===== src/rtl/mmts_pkg.sv =====
// Shared types and constants for the march memory test sequencer.
`default_nettype none

package mmts_pkg;

  localparam int unsigned AddrW = 32;
  localparam int unsigned CountW = 13;
  localparam int unsigned PaddrW = 3;
  localparam int unsigned PdataW = 32;

  // Register byte addresses, decoded on paddr[2] only.
  localparam logic RegBaseAddress = 1'b0;
  localparam logic RegWordCount = 1'b1;

  localparam logic [AddrW-1:0] BaseReset = 32'h2000_0030;
  localparam logic [CountW-1:0] CountReset = 13'd4096;

  typedef struct packed {
    logic        start_req;
    logic [31:0] read_data;
  } item_t;

  typedef struct packed {
    logic        write_enable;
    logic [31:0] write_address;
    logic [31:0] write_data;
    logic [31:0] next_address;
    logic        compared;
    logic        done_res;
    logic        failed;
  } res_t;

endpackage

`default_nettype wire


===== src/rtl/mmts_if.sv =====
// Valid/ready channel interfaces for the sequencer's item and result streams.
`default_nettype none

interface mmts_in_if;
  logic            valid;
  logic            ready;
  mmts_pkg::item_t item;

  modport source (output valid, output item, input ready);
  modport sink (input valid, input item, output ready);
endinterface

interface mmts_out_if;
  logic           valid;
  logic           ready;
  mmts_pkg::res_t res;

  modport source (output valid, output res, input ready);
  modport sink (input valid, input res, output ready);
endinterface

`default_nettype wire


===== src/rtl/mmts_cfg_regs.sv =====
// APB-style configuration registers: base address and word count.
`default_nettype none

module mmts_cfg_regs (
  input  wire logic                           clk_i,
  input  wire logic                           rst_ni,
  input  wire logic                           psel,
  input  wire logic                           penable,
  input  wire logic                           pwrite,
  input  wire logic [mmts_pkg::PaddrW-1:0]    paddr,
  input  wire logic [mmts_pkg::PdataW-1:0]    pwdata,
  output logic      [mmts_pkg::PdataW-1:0]    prdata,
  output logic                                pready,
  output logic      [mmts_pkg::AddrW-1:0]     base_address_o,
  output logic      [mmts_pkg::CountW-1:0]    word_count_o
);

  logic [mmts_pkg::AddrW-1:0]  base_address_q;
  logic [mmts_pkg::CountW-1:0] word_count_q;
  logic                        wr_en;

  assign pready = 1'b1;
  assign wr_en = psel && penable && pwrite;

  always_ff @(posedge clk_i or negedge rst_ni) begin
    if (!rst_ni) begin
      base_address_q <= mmts_pkg::BaseReset;
      word_count_q <= mmts_pkg::CountReset;
    end else if (wr_en) begin
      unique case (paddr[2])
        mmts_pkg::RegBaseAddress: base_address_q <= pwdata;
        mmts_pkg::RegWordCount: word_count_q <= pwdata[mmts_pkg::CountW-1:0];
        default: ;
      endcase
    end
  end

  always_comb begin
    unique case (paddr[2])
      mmts_pkg::RegBaseAddress: prdata = base_address_q;
      mmts_pkg::RegWordCount: prdata = mmts_pkg::PdataW'(word_count_q);
      default: prdata = '0;
    endcase
  end

  assign base_address_o = base_address_q;
  assign word_count_o = word_count_q;

endmodule

`default_nettype wire


===== src/rtl/march_memory_test_sequencer.sv =====
// Top level of the four-element march memory test sequencer.
//
//   Channel   Dir  Handshake              Payload
//   item_i    in   valid/ready            start_req, read_data
//   result_o  out  valid/ready            write_enable .. failed
//   cfg       in   psel/penable/pwrite    base_address (0x0), word_count (0x4)
//
// One item is taken per cycle while ready is high; its result is registered on result_o.
// The march state (element, word index, fail flag) updates in the cycle the item is taken.
// A two-entry output buffer keeps input ready while one result waits; ready drops only
// when both entries are full. Reset clears the march state and loads register defaults.
`default_nettype none

module march_memory_test_sequencer #(
  parameter int unsigned MAX_WORDS = 4096,
  parameter int unsigned DATA_BITS = 32
) (
  input  wire logic                        clk_i,
  input  wire logic                        rst_ni,
  mmts_in_if.sink                          item_i,
  mmts_out_if.source                       result_o,
  input  wire logic                        psel,
  input  wire logic                        penable,
  input  wire logic                        pwrite,
  input  wire logic [mmts_pkg::PaddrW-1:0] paddr,
  input  wire logic [mmts_pkg::PdataW-1:0] pwdata,
  output logic      [mmts_pkg::PdataW-1:0] prdata,
  output logic                             pready
);

  localparam int unsigned CntW = $clog2(MAX_WORDS + 1);
  localparam int unsigned IdxW = (MAX_WORDS > 1) ? $clog2(MAX_WORDS) : 1;
  localparam logic [63:0] OnesPat = {64{1'b1}} >> (64 - DATA_BITS);

  typedef enum logic [2:0] {
    ElemWr0    = 3'd0,
    ElemRd0Wr1 = 3'd1,
    ElemRd1Wr0 = 3'd2,
    ElemRd0    = 3'd3,
    ElemDone   = 3'd4
  } elem_e;

  logic [mmts_pkg::AddrW-1:0]  base_address;
  logic [mmts_pkg::CountW-1:0] word_count;

  mmts_cfg_regs u_cfg (
    .clk_i,
    .rst_ni,
    .psel,
    .penable,
    .pwrite,
    .paddr,
    .pwdata,
    .prdata,
    .pready,
    .base_address_o (base_address),
    .word_count_o   (word_count)
  );

  // March state
  elem_e            elem_q, elem_d;
  logic [IdxW-1:0]  idx_q, idx_d;
  logic             fail_q, fail_d;

  // Output buffer: main entry drives the port, skid entry catches one more result.
  logic             out_valid_q, out_valid_d;
  logic             skid_valid_q, skid_valid_d;
  mmts_pkg::res_t   out_q, out_d;
  mmts_pkg::res_t   skid_q;
  logic             load_skid;

  logic             push, pop;
  mmts_pkg::res_t   res;

  logic [CntW-1:0]  cnt;
  logic [31:0]      wc_ext;
  logic [31:0]      base_al;
  elem_e            elem_s;
  logic [IdxW-1:0]  idx_s;
  logic [IdxW-1:0]  idx_c;
  logic             fail_s;
  logic [CntW:0]    idx_inc;
  logic [63:0]      rd;
  logic [63:0]      expect_pat;
  logic             we, cmp, mismatch;
  logic [63:0]      wd;

  function automatic logic [31:0] addr_of(input elem_e elem, input logic [IdxW-1:0] idx,
                                          input logic [CntW-1:0] count,
                                          input logic [31:0] base);
    logic [31:0] pos;
    pos = 32'(idx);
    if (elem == ElemRd1Wr0 || elem == ElemRd0) begin
      pos = 32'(count) - 32'(idx) - 32'd1;
    end
    if (elem == ElemDone) begin
      return 32'd0;
    end
    return base + (pos << 2);
  endfunction

  assign push = item_i.valid && item_i.ready;
  assign pop = result_o.valid && result_o.ready;
  assign item_i.ready = !skid_valid_q;

  assign wc_ext = 32'(word_count);
  assign base_al = {base_address[31:2], 2'b00};

  // Effective count: zero acts as one, anything past MAX_WORDS is clamped.
  always_comb begin
    if (wc_ext == 32'd0) begin
      cnt = CntW'(1);
    end else if (wc_ext > 32'(MAX_WORDS)) begin
      cnt = CntW'(MAX_WORDS);
    end else begin
      cnt = CntW'(wc_ext);
    end
  end

  always_comb begin
    elem_s = item_i.item.start_req ? ElemWr0 : elem_q;
    idx_s = item_i.item.start_req ? '0 : idx_q;
    fail_s = item_i.item.start_req ? 1'b0 : fail_q;
    // A count lowered mid-test pulls the index back to the last word.
    idx_c = (CntW'(idx_s) >= cnt) ? IdxW'(cnt - CntW'(1)) : idx_s;
    rd = {32'd0, item_i.item.read_data} & OnesPat;

    we = 1'b0;
    cmp = 1'b0;
    wd = '0;
    expect_pat = '0;
    unique case (elem_s)
      ElemWr0: begin
        we = 1'b1;
      end
      ElemRd0Wr1: begin
        cmp = 1'b1;
        we = 1'b1;
        wd = OnesPat;
      end
      ElemRd1Wr0: begin
        cmp = 1'b1;
        expect_pat = OnesPat;
        we = 1'b1;
      end
      ElemRd0: begin
        cmp = 1'b1;
      end
      default: ;
    endcase

    mismatch = cmp && (rd != expect_pat);
    idx_inc = (CntW + 1)'(idx_c) + (CntW + 1)'(1);
    elem_d = elem_s;
    idx_d = idx_c;
    fail_d = fail_s;

    if (elem_s == ElemDone) begin
      elem_d = ElemDone;
    end else if (mismatch) begin
      fail_d = 1'b1;
      elem_d = ElemDone;
      we = 1'b0;
      wd = '0;
    end else if (idx_inc >= (CntW + 1)'(cnt)) begin
      idx_d = '0;
      unique case (elem_s)
        ElemWr0: elem_d = ElemRd0Wr1;
        ElemRd0Wr1: elem_d = ElemRd1Wr0;
        ElemRd1Wr0: elem_d = ElemRd0;
        default: elem_d = ElemDone;
      endcase
    end else begin
      idx_d = IdxW'(idx_inc);
    end

    res.write_enable = we;
    res.write_address = addr_of(elem_s, idx_c, cnt, base_al);
    res.write_data = wd[31:0];
    res.next_address = addr_of(elem_d, idx_d, cnt, base_al);
    res.compared = cmp;
    res.done_res = (elem_d == ElemDone);
    res.failed = fail_d;
  end

  always_comb begin
    out_valid_d = out_valid_q;
    skid_valid_d = skid_valid_q;
    out_d = out_q;
    load_skid = 1'b0;
    if (skid_valid_q) begin
      if (pop) begin
        out_d = skid_q;
        skid_valid_d = 1'b0;
      end
    end else if (!out_valid_q || pop) begin
      out_valid_d = push;
      if (push) begin
        out_d = res;
      end
    end else if (push) begin
      skid_valid_d = 1'b1;
      load_skid = 1'b1;
    end
  end

  always_ff @(posedge clk_i or negedge rst_ni) begin
    if (!rst_ni) begin
      elem_q <= ElemWr0;
      idx_q <= '0;
      fail_q <= 1'b0;
      out_valid_q <= 1'b0;
      skid_valid_q <= 1'b0;
      out_q <= '0;
      skid_q <= '0;
    end else begin
      if (push) begin
        elem_q <= elem_d;
        idx_q <= idx_d;
        fail_q <= fail_d;
      end
      out_valid_q <= out_valid_d;
      skid_valid_q <= skid_valid_d;
      out_q <= out_d;
      if (load_skid) begin
        skid_q <= res;
      end
    end
  end

  assign result_o.valid = out_valid_q;
  assign result_o.res = out_q;

endmodule

`default_nettype wire

===== src/flat_wrapper.sv =====
// flat-port wrapper written by rule: the top's interface ports become plain ports
module march_memory_test_sequencer_flat 
#(
  parameter int unsigned MAX_WORDS = 4096,
  parameter int unsigned DATA_BITS = 32
)
  (clk_i, rst_ni, psel, penable, pwrite, paddr, pwdata, prdata, pready, item_i_valid, item_i_item, item_i_ready, result_o_valid, result_o_res, result_o_ready);
  mmts_in_if item_i_i ();
  mmts_out_if result_o_i ();
  input  wire logic clk_i;
  input  wire logic rst_ni;
  input  wire logic psel;
  input  wire logic penable;
  input  wire logic pwrite;
  input  wire logic [mmts_pkg::PaddrW-1:0] paddr;
  input  wire logic [mmts_pkg::PdataW-1:0] pwdata;
  output logic      [mmts_pkg::PdataW-1:0] prdata;
  output logic pready;
  input wire logic [$bits(item_i_i.valid)-1:0] item_i_valid;
  input wire logic [$bits(item_i_i.item)-1:0] item_i_item;
  output wire logic [$bits(item_i_i.ready)-1:0] item_i_ready;
  output wire logic [$bits(result_o_i.valid)-1:0] result_o_valid;
  output wire logic [$bits(result_o_i.res)-1:0] result_o_res;
  input wire logic [$bits(result_o_i.ready)-1:0] result_o_ready;
  assign item_i_i.valid = item_i_valid;
  assign item_i_i.item = item_i_item;
  assign item_i_ready = item_i_i.ready;
  assign result_o_valid = result_o_i.valid;
  assign result_o_res = result_o_i.res;
  assign result_o_i.ready = result_o_ready;
  march_memory_test_sequencer #(.MAX_WORDS(MAX_WORDS), .DATA_BITS(DATA_BITS)) u_core (.clk_i(clk_i), .rst_ni(rst_ni), .item_i(item_i_i), .result_o(result_o_i), .psel(psel), .penable(penable), .pwrite(pwrite), .paddr(paddr), .pwdata(pwdata), .prdata(prdata), .pready(pready));
endmodule

===== config.mk =====
export PLATFORM = sky130hd
export DESIGN_NAME = march_memory_test_sequencer_flat
export DESIGN_NICKNAME = d
export VERILOG_FILES = /design/src/rtl/mmts_pkg.sv /design/src/rtl/mmts_if.sv /design/src/rtl/mmts_cfg_regs.sv /design/src/rtl/march_memory_test_sequencer.sv /design/src/flat_wrapper.sv
export SDC_FILE = /design/constraint.sdc
export NUM_CORES = 1
export LEC_CHECK = 0
export ABC_AREA = 1
export BUFFER_PORTS_ARGS = -buffer_cell sky130_fd_sc_hd__buf_4
export CORE_MARGIN = 2
export CORE_UTILIZATION = 64
export CTS_BUF_LIST = sky130_fd_sc_hd__clkbuf_16
export CTS_CLUSTER_DIAMETER = 80
export CTS_CLUSTER_SIZE = 10
export DETAILED_ROUTE_END_ITERATION = 10
export GPL_ROUTABILITY_DRIVEN = 0
export PLACE_DENSITY = 0.88
export SLEW_MARGIN = 40
export SYNTH_ARGS = -nofsm -noshare
export SYNTH_HDL_FRONTEND = slang
export SYNTH_HIERARCHICAL = 1
export SYNTH_SLANG_ARGS = --single-unit

===== constraint.sdc =====
create_clock -name clk_i -period 21.5 [get_ports clk_i]
set_input_delay 2.15 -clock clk_i [delete_from_list [all_inputs] [get_ports clk_i]]
set_output_delay 2.15 -clock clk_i [all_outputs]
set_load 0.02 [all_outputs]

==> Yosys cells after proc, flatten, opt, wreduce, memory -nomap -nowiden <==
Index checks and enable logic that the tools add are counted.
{ "word_totals": {"ff_bits": 263, "in_bits": 75, "output_inout_bits": 135, "word_cells": 104} }
{ "op_classes": {"add_sub_neg": 8, "magnitude_cmp": 3, "eq_ne": 9, "mux": 41, "n_bitwise": 2, "reduce_logical": 20} }
{ "op_table": {"columns": ["cell", "n"], "rows": [
  ["$mux 100", 4],
  ["$mux 32", 8],
  ["$add 32x32->32", 2],
  ["$pmux 32 s2", 1],
  ["$mux 12", 5],
  ["$mux 30", 2],
  ["$sub 30x1->30 const B", 2],
  ["$logic_not 32->1", 1],
  ["$ne 32x32->1", 1],
  ["$sub 13x12->14", 2],
  ["$mux 13", 2],
  ["$mux 1", 14],
  ["$add 12x1->13 const B", 1],
  ["$ge 12x13->1", 1],
  ["$ge 13x13->1", 1],
  ["$gt 13x13->1 const B", 1],
  ["$eq 3x2->1 const B", 4],
  ["$mux 3", 4],
  ["$sub 12x1->12 const B", 1],
  ["$pmux 3 s3", 1],
  ["$eq 3x3->1 const B", 2],
  ["$reduce_and 2->1", 3],
  ["$reduce_or 3->1", 2],
  ["$logic_and 1x1->1", 5],
  ["other kinds (8)", 13]
]} }

==> Longest topological paths before layout <==
Gate-level depths: netlist (run 1).
{ "logic_depth": {"ltp_word": 18, "depth_mapped": 70, "depth_no_buf": 70} }

==> Hierarchy <==
The synthesis (run 1) kept the hierarchy.
{ "modules_own_cells": {"columns": ["mod", "instances", "cells_each", "area_each_um2", "seq_area_each_um2"], "rows": [
  ["march_memory_test_sequencer", 1, 2100, 13515.5, 3703.6],
  ["mmts_cfg_regs", 1, 282, 2119.5, 1131.1]
]} }

==> Worst setup path after synthesis (run 1) <==
OpenSTA, ideal clock, no wires.
{ "synth_timing": {"kind": "in2reg", "start": "in item_i_item[32]", "end": "reg u_core.out_q, in the netlist u_core/result_o.res[22]", "setup_time_ps": 123, "arrival_time_ps": 9574, "t_required_ps": 21377, "slack_ps": 11802, "path_stages": 50, "n_path_buf": 2, "cell_sequence": "buf_6 clkbuf_1 nor2_1 ha_1 nand2_1 nor4_1 nand4_1 nand3_1 inv_1 or2_2 o21ai_2 ha_1 nand4_1 nor2_1 nand2_1 nor2_1 nand2_1 and2_1 [14 not listed] nand2_1 nand3b_1 nand2_1 nand2_1 nor4_1 nand3_1 nand3_1 nand3_1 o21ai_0 inv_1 ha_1 a21oi_1 o21ai_0 nor2_1 o21ai_2 or2_2 a21oi_1 o21ai_1"} }
{ "synth_via": {"elab_chain_len": 16, "word_cells_on_any_way": 36, "cone_classes": "add/sub: 4; order compare: 2; eq/ne: 8; mux: 18; reduce/logical: 4"} }
{ "synth_rtl": {"columns": ["element", "line", "rtl"], "rows": [
  ["from (decl)", "flat_wrapper.sv:20", "input wire logic [$bits(item_i_i.item)-1:0] item_i_item;"],
  ["$mux 12", "march_memory_test_sequencer.sv:122", "idx_s = item_i.item.start_req ? '0 : idx_q;"],
  ["$ge 12x13->1", "march_memory_test_sequencer.sv:125", "idx_c = (CntW'(idx_s) >= cnt) ? IdxW'(cnt - CntW'(1)) : idx_s;"],
  ["$mux 12", "march_memory_test_sequencer.sv:125", null],
  ["$add 12x1->13", "march_memory_test_sequencer.sv:153", "idx_inc = (CntW + 1)'(idx_c) + (CntW + 1)'(1);"],
  ["$ge 13x13->1", "march_memory_test_sequencer.sv:165", "end else if (idx_inc >= (CntW + 1)'(cnt)) begin"],
  ["$mux 12 or $mux 3 (tied branches)", "march_memory_test_sequencer.sv:165", null],
  ["$mux 12 or $mux 3 (tied branches)", "march_memory_test_sequencer.sv:160", "end else if (mismatch) begin"],
  ["$mux 12 or $mux 3 (tied branches)", "march_memory_test_sequencer.sv:158", "if (elem_s == ElemDone) begin"],
  ["$sub 13x12->14 or $eq 3x2->1 (tied branches)", "march_memory_test_sequencer.sv:94, march_memory_test_sequencer.sv:93", null],
  ["$sub 30x1->30 or $logic_or 1x1->1 (tied branches)", "march_memory_test_sequencer.sv:94, march_memory_test_sequencer.sv:93", null],
  ["$mux 30", "march_memory_test_sequencer.sv:93", "if (elem == ElemRd1Wr0 || elem == ElemRd0) begin"],
  ["$add 32x32->32", "march_memory_test_sequencer.sv:99", "return base + (pos << 2);"],
  ["$mux 32 *", "march_memory_test_sequencer.sv:99", null],
  ["$mux 100 *", "march_memory_test_sequencer.sv:198", "if (push) begin"],
  ["$mux 100 *", "march_memory_test_sequencer.sv:196", "end else if (!out_valid_q || pop) begin"],
  ["$mux 100 *", "march_memory_test_sequencer.sv:191", "if (skid_valid_q) begin"],
  ["to (signal assigned)", "march_memory_test_sequencer.sv:224", "out_q <= out_d;"],
  ["to (decl)", "march_memory_test_sequencer.sv:68", "mmts_pkg::res_t out_q, out_d;"]
]} }
Every way passes the cells marked *; elsewhere a longest branch is shown, timed or not. The select of a mux whose other input is x is not followed.
A chain may end at the register's enable or synchronous reset.

==> Worst setup path in the final report (run 1) <==
{ "layout_timing": {"start": "in item_i_item[32]", "end": "reg u_core.out_q, in the netlist u_core/result_o.res[26]"} }
The elaborated chain is that of the path after synthesis.

==> reports/results.ini, run 1 <==
[status]
run_status = completed

[floorplan]
coreArea_um2 = 24180
fp.dieH_um = 160.3
rows = 57
ios = 210
die_w_um = 160.3
initial_core_util = 0.6467
die-area_um2 = 25700

[logic_synthesis]
synth_mux_area_frac = 0
syn_avg_cell_area_um2 = 6.564
synth_ff_type = dfrtp_1
yosysSeqAreaShare = 0.3092
synth_top_family_by_area = simple AND/OR/NAND/NOR gates
synth_xor_area_frac = 0.02233
synthArstFlopShare = 1.000
synthesis.area_um2 = 15630
ys_seq_elements = 193
ys_warn_count = 6
syn_inst = 2382
synth_edf_count = 0
synth_compound_area_frac = 0.1429
yosysUniqueCellTypes = 53
synth-adder-area-share = 0.08195
yosys.area_share.simple = 0.3359

[critical_path]
cpMostUsedCell = nand2_1
worst-setup-path-type = input port to flip-flop
worst_setup_path_end_kind = flip-flop
start_kind = input port
crit_required_ns = 21.83
path_buf_inv = 9
cp_data_arrival_time_ns = 12.27
critical-path-max-stage-delay_ns = 0.65
slowest_stage = nor4_1
reg2reg_slack_ns = 9.75
cp_top_family = simple AND/OR/NAND/NOR gates
worstPathMaxFanout = 18

[flow_run]
maxCapViolations = 0

[global_route]
grt_max_degree = 112
antenna_found_initial = 0
grt_pass1_wl_um = 73970
grt_overflow = 0
track_usage = 0.3529
grt_pass1_vias = 15200

[place]
io_buffers = 202
dp_hpwl_um = 34410
place_area_um2 = 17110

[sta]
slew_violations = 0
fin_tns_setup_ns = 0
rsz0062_at_grt = no
timing.final.crit_period_ns = 11.94
fmax_ghz = 0.08377
tightest_slew_ns = 0.8010
setup_viol = 0
slew_headroom = 0.4660
hold_violations = 0
skew_ns = 0.01381
fin_crit_sh = 0.5552

[clock_network]
root_buffer = clkbuf_16
cts_max_path_buffers = 2
htree_levels = 4
cts-resized-gates = 0
clock_latency_ns = 0.45
clock_sinks = 193
path_clk_slew_ns = 0.08
hold_buffers = 0
numCtsBuffers = 17
post-cts-setup-buffers = 0
cts_tree = done

[routing]
via_count = 16640
detail-route-antenna-nets = 0
vias_per_cell = 5.848
drc = 0
wl_per_cell_um = 16.26
dr.pass1.iters = 6
drtIter0Drc = 1997
wl_um = 46260

[layout]
finalInstanceArea_um2 = 17730
diodes = 0
fin_nets = 2684
synthToLayoutAreaGrowth_pct = 13.40
drive_gt1_frac = 0.1309
multi_input_area_um2 = 9140
fin_util = 0.7334
ff_latch_area_um2 = 4836
nFillCells = 1910

[min_path]
hp-class = flip-flop to flip-flop

## state kept, by name, indices dropped and copies added (netlist names)
signal	flops
u_core/skid_q	65
u_core/u_cfg/word_count_o	13
u_core/elem_q	3
u_core/result_o.res	65
u_core/u_cfg/base_address_o	32
u_core/idx_q	12
u_core/result_o.valid	1
u_core/skid_valid_q	1
u_core/fail_q	1
## cells by family (layout without fill, tap and decap cells)
family | count (synthesis) | in the layout
compound gates | 414 | 414
xor+xnor | 39 | 39
fa+ha+maj | 100 | 100
buf+inv | 395 | 531
flops | 193 | 193
other cells | 2 | 5
simple gates | 1239 | 1239
## cell usage after synthesis (all sizes together), types with 7 or more instances
cell	instances	area share
o41ai	11	0.0062
nor3	14	0.0048
a21oi	143	0.046
o211ai	11	0.0053
nand4	37	0.015
nor4	7	0.0028
nor2	204	0.053
or2	26	0.010
ha	96	0.077
xor2	25	0.014
dfrtp	189	0.30
xnor2	14	0.0078
inv	281	0.067
buf	61	0.027
nand2	770	0.19
o21ai	215	0.070
clkbuf	49	0.012
nand3	168	0.057
## layout by cell type, fill, tap and decap left out, types with 4 or more instances in the layout
| master | count |
|---|---|
| nand2_1 | 755 |
| inv_1 | 272 |
| buf_4 | 211 |
| o21ai_0 | 196 |
| nor2_1 | 191 |
| dfrtp_1 | 188 |
| nand3_1 | 159 |
| a21oi_1 | 142 |
| ha_1 | 96 |
| nand4_1 | 37 |
| or2_2 | 25 |
| xor2_1 | 24 |
| clkbuf_16 | 18 |
| o21ai_1 | 16 |
| xnor2_1 | 14 |
| nand2_2 | 13 |
| nor3_1 | 12 |
| o41ai_1 | 11 |
| o211ai_1 | 11 |
| inv_2 | 10 |
| nand3_2 | 9 |
| nor2_2 | 8 |
| nor4_1 | 7 |
| nand3b_1 | 6 |
| o22ai_1 | 6 |
| inv_8 | 5 |
| nor2_4 | 5 |
| o21bai_1 | 5 |
| o21a_1 | 5 |
| a31oi_1 | 5 |
| conb_1 | 5 |
| a21o_1 | 4 |
| fa_1 | 4 |
| dfstp_2 | 4 |
## metrics by stage
step | hold WS (ns) | setup WS [ns] | cells
finish | 0.4778 | 9.563 | 2845
global route | 0.4931 | 8.840 | 2845
CTS | 0.4815 | 9.974 | 2845
detailed placement | 0.4625 | 9.568 | 2814
global placement | 0.4546 | 9.942 | 2813
floorplan | 0.4422 | 11.80 | 2385
## per-layer routing
| metal | GRT usage | routed length (µm) | share of wire | up-vias |
|---|---|---|---|---|
| met4 | 0.1990 | 2709 | 0.059 | 0 |
| met3 | 0.05579 | 4007 | 0.087 | 213 |
| li1 | - | - | - | 7927 |
| met1 | 0.4521 | 18400 | 0.40 | 7563 |
| met2 | 0.5734 | 21150 | 0.46 | 935 |
| met5 | 0 | 0 | 0 | - |
## final timing paths
kind,end,startpoint,depth (start not counted)
hold / removal,u_core/u_cfg/base_address_o[0],u_core/u_cfg/base_address_o[0],2
min in group asynchronous,u_core/result_o.res[98],rst_ni,1
setup / recovery,u_core/result_o.res[26],item_i_item[32],53
setup reg to reg,u_core/result_o.res[26],u_core/u_cfg/word_count_o[3],57
hold reg to reg,u_core/u_cfg/base_address_o[0],u_core/u_cfg/base_address_o[0],2
max in group asynchronous,u_core/result_o.res[65],rst_ni,2
## area by class of cell
| type | count | area share |
|---|---|---|
| flip-flops and latches | 193 | 0.2727 |
| clock buffers | 17 | 0.02399 |
| well taps | 324 | 0.02286 |
| clock inverters | 14 | 0.01087 |
| repair buffers | 215 | 0.09371 |
| inverters | 285 | 0.06033 |
| multi-input cells | 1797 | 0.5155 |
## worst reg2reg max path, delay by kind of cell (launching register included)
kind / cells / cell delay [ns]
AO/OA/AOI/OAI: 11 / 2.07
XOR/XNOR: 1 / 0.32
adder cells (fa/ha/maj): 5 / 1.82
buffers and inverters: 8 / 1.21
flip-flops: 1 / 0.43
AND/OR/NAND/NOR: 32 / 5.83
Power of run 1 is not shown: default switching activity piles up to over one toggle a cycle in this logic, so the estimate is an artifact.
==> inputs of run 2 (changes only) <==
--- a/config.mk
+++ b/config.mk
@@ -5,16 +5,16 @@
 export SDC_FILE = /design/constraint.sdc
 export NUM_CORES = 1
 export LEC_CHECK = 0
-export ABC_AREA = 1
+export ABC_AREA = 0
 export BUFFER_PORTS_ARGS = -buffer_cell sky130_fd_sc_hd__buf_4
 export CORE_MARGIN = 2
-export CORE_UTILIZATION = 64
+export CORE_UTILIZATION = 59
 export CTS_BUF_LIST = sky130_fd_sc_hd__clkbuf_16
 export CTS_CLUSTER_DIAMETER = 80
 export CTS_CLUSTER_SIZE = 10
 export DETAILED_ROUTE_END_ITERATION = 10
 export GPL_ROUTABILITY_DRIVEN = 0
-export PLACE_DENSITY = 0.88
+export PLACE_DENSITY = 0.83
 export SLEW_MARGIN = 40
 export SYNTH_ARGS = -nofsm -noshare
 export SYNTH_HDL_FRONTEND = slang
==> constraint.sdc (replaced) <==
create_clock -name clk_i -period 11.7 [get_ports clk_i]
set_input_delay 1.17 -clock clk_i [delete_from_list [all_inputs] [get_ports clk_i]]
set_output_delay 1.17 -clock clk_i [all_outputs]
set_load 0.02 [all_outputs]
==> reports/results.ini, run 2 <==
[status]
run_status = completed

[layout]
final_common_cell = buf_4
diodes = 0
layout_common_cells = 238 x buf_4, 214 x nand2_1, 187 x dfrtp_1
nFillCells = 1962
fin_nets = 2080
synthToLayoutAreaGrowth_pct = 15.72
finalInstanceArea_um2 = 17260
drive_gt1_frac = 0.2059

[critical_path]
worstPathMaxFanout = 9
worst-setup-path-type = flip-flop to flip-flop
path_buf_inv = 3
slowest_stage = or4_4
start_kind = flip-flop
r2r_cells = 47
worst_setup_path_end_kind = flip-flop
cp_data_arrival_time_ns = 11.33
critical-path-max-stage-delay_ns = 0.57
cp_top_family = compound AO/OA/AOI/OAI gates
crit_required_ns = 12.09
cpMostUsedCell = a21oi_1
cp.depth = 47

[power]
clockPowerShare = 0.124
seq_power_share = 0.229
irDropWorstVdd_mv = 0.1535
cellPowerDensity_nw_per_um2 = 292.8
leakagePower_nw = 8.156
p_int_w = 0.002554
p_comb_frac = 0.647
p_sw_w = 0.002500
power.share.switching = 0.4947

[global_route]
grt_max_degree = 124
antenna_found_initial = 0
grt_pass1_vias = 12950
grt_pass1_wl_um = 66220
grt_overflow = 0
track_usage = 0.3111

[floorplan]
die-area_um2 = 26570
coreArea_um2 = 25040
fp.dieH_um = 163.0
rows = 58
ios = 210
initial_core_util = 0.5958
die_w_um = 163.0

[logic_synthesis]
synth_ff_type = dfrtp_1
yosysMostFrequentCell = nand2_1
yosysUniqueCellTypes = 83
ys_seq_elements = 193
synthesis.area_um2 = 14920
ys_top_cells_by_area = dfrtp_1 32%, ha_1 8.1%, nand2_1 5.4%, o21ai_0 5.2%, a21oi_1 5.1%
yosysSeqAreaShare = 0.3241
ys_warn_count = 6
syn_avg_cell_area_um2 = 8.471
synthArstFlopShare = 1.000
synthTopCellsByCount = 216 x nand2_1, 189 x dfrtp_1, 156 x o21ai_0, 151 x a21oi_1, 128 x nor2_1
syn_inst = 1761
synth_area_leader_cell = dfrtp_1
synth_edf_count = 0
netlist.area_leader.share = 0.3171

[sta]
rsz0062_at_grt = no
slew_violations = 0
layout_setup_ws_ns = 0.7560
tightest_slew_ns = 0.8297
slew_headroom = 0.4455
hold_violations = 0
whs_ns = 0.4781
setup_viol = 0
timing.final.crit_period_ns = 10.94
skew_ns = 0.01569
fin_tns_setup_ns = 0
fin_crit_sh = 0.9354
fmax_ghz = 0.09137

[place]
place_ws_ns = 0.4266
io_buffers = 202
place_area_um2 = 16570
dp_hpwl_um = 30310

[routing]
drc = 0
via_count = 13890
drtIter0Drc = 1673
wl_per_cell_um = 18.26
detail-route-antenna-nets = 0
dr.pass1.iters = 6
wl_um = 41040
vias_per_cell = 6.177

[min_path]
hp-class = flip-flop to flip-flop
whs_path_depth = 2

[clock_network]
htree_levels = 4
path_clk_slew_ns = 0.09
cts_max_path_buffers = 2
clock_sinks = 193
clock_latency_ns = 0.45
numCtsBuffers = 17
cts_tree = done
root_buffer = clkbuf_16

[flow_run]
maxCapViolations = 0

[run 2: cell types whose count changed after synthesis, sizes merged, moves of 21 or more]
cell,delta
a21o,+24
and3,+21
inv,-233
mux2,+66
nand2,-554
nand3,-131
nor2,-76
nor2b,+50
nor3,+35
o21ai,-53
o31ai,+27
xnor2,+52
[run 2: worst min-delay path: stages (launching register included)]
cell and delay, ns:
dfrtp_1 0.34, nand2_1 0.05, o31ai_1 0.05
[run 2: final timing paths]
kind | start | end | slack, ns
max in group asynchronous | rst_ni | u_core/skid_valid_q | 10.00
min in group asynchronous | rst_ni | u_core/u_cfg/word_count_o[3] | 0.65
worst min-delay path | u_core/skid_q[98] | u_core/skid_q[98] | 0.48
worst max-delay path | u_core/u_cfg/word_count_o[3] | u_core/result_o.res[32] | 0.76
worst max register to register | u_core/u_cfg/word_count_o[3] | u_core/result_o.res[32] | 0.76
worst min register to register | u_core/skid_q[98] | u_core/skid_q[98] | 0.48
[run 2: area by class of cell]
class	instances	area, µm²	area share
Multi-Input combinational cell	1402	9359	0.5422
Sequential cell	193	4840	0.2804
Timing Repair Buffer	243	1846	0.1069
Clock buffer	17	425.4	0.02464
Tap cell	330	412.9	0.02392
Clock inverter	15	198.9	0.01153
Inverter	48	180.2	0.01044
[run 2: kinds of logic after synthesis]
family	Yosys count	synth area share
XOR/XNOR	100	0.05922
buffers and inverters	169	0.05578
multiplexers	82	0.06811
AO/OA/AOI/OAI	496	0.2055
flip-flops	193	0.3241
other	2	0.0005035
AND/OR/NAND/NOR	619	0.2009
adder cells (fa/ha/maj)	100	0.08589
[run 2: power by group through the flow]
stage	Clock (W)	Combinational (W)	Sequential, W
4_1_cts	0.000632	0.00318	0.00115
2_1_floorplan	0	0.00221	0.00119
5_1_grt	0.000663	0.00359	0.00119
3_5_place_dp	0	0.00314	0.00116
6_report	0.000627	0.00327	0.00116
3_3_place_gp	0	0.00303	0.00114
[run 2: timing repair]
item / 4_1_cts / 5_1_grt
hold endpoints to repair: 0 / 0
hold buffers: 0 / 0
endpoints found under the setup margin: 0 / 32
buffers inserted: 0 / 1
gates resized for setup: 0 / 9
[run 2: routing by layer]
layer	global-route usage	wire, µm	vias up
met1	0.4435	18040	6512
met4	0.08930	976	0
met5	0	0	-
li1	-	-	6579
met3	0.04736	3606	92
met2	0.4929	18420	703
[run 2: per-stage QoR]
| stage | power (W) | utilization | instances |
|---|---|---|---|
| finish | 0.005054 | 0.6895 | 2248 |
| CTS | 0.004963 | 0.6867 | 2247 |
| detailed placement | 0.004302 | 0.6618 | 2215 |
| global route | 0.005443 | 0.6895 | 2248 |
| global placement | 0.004178 | 0.6608 | 2215 |
| floorplan | 0.003407 | - | 1764 |
No activity file was read; power rests on OpenSTA's default activity.
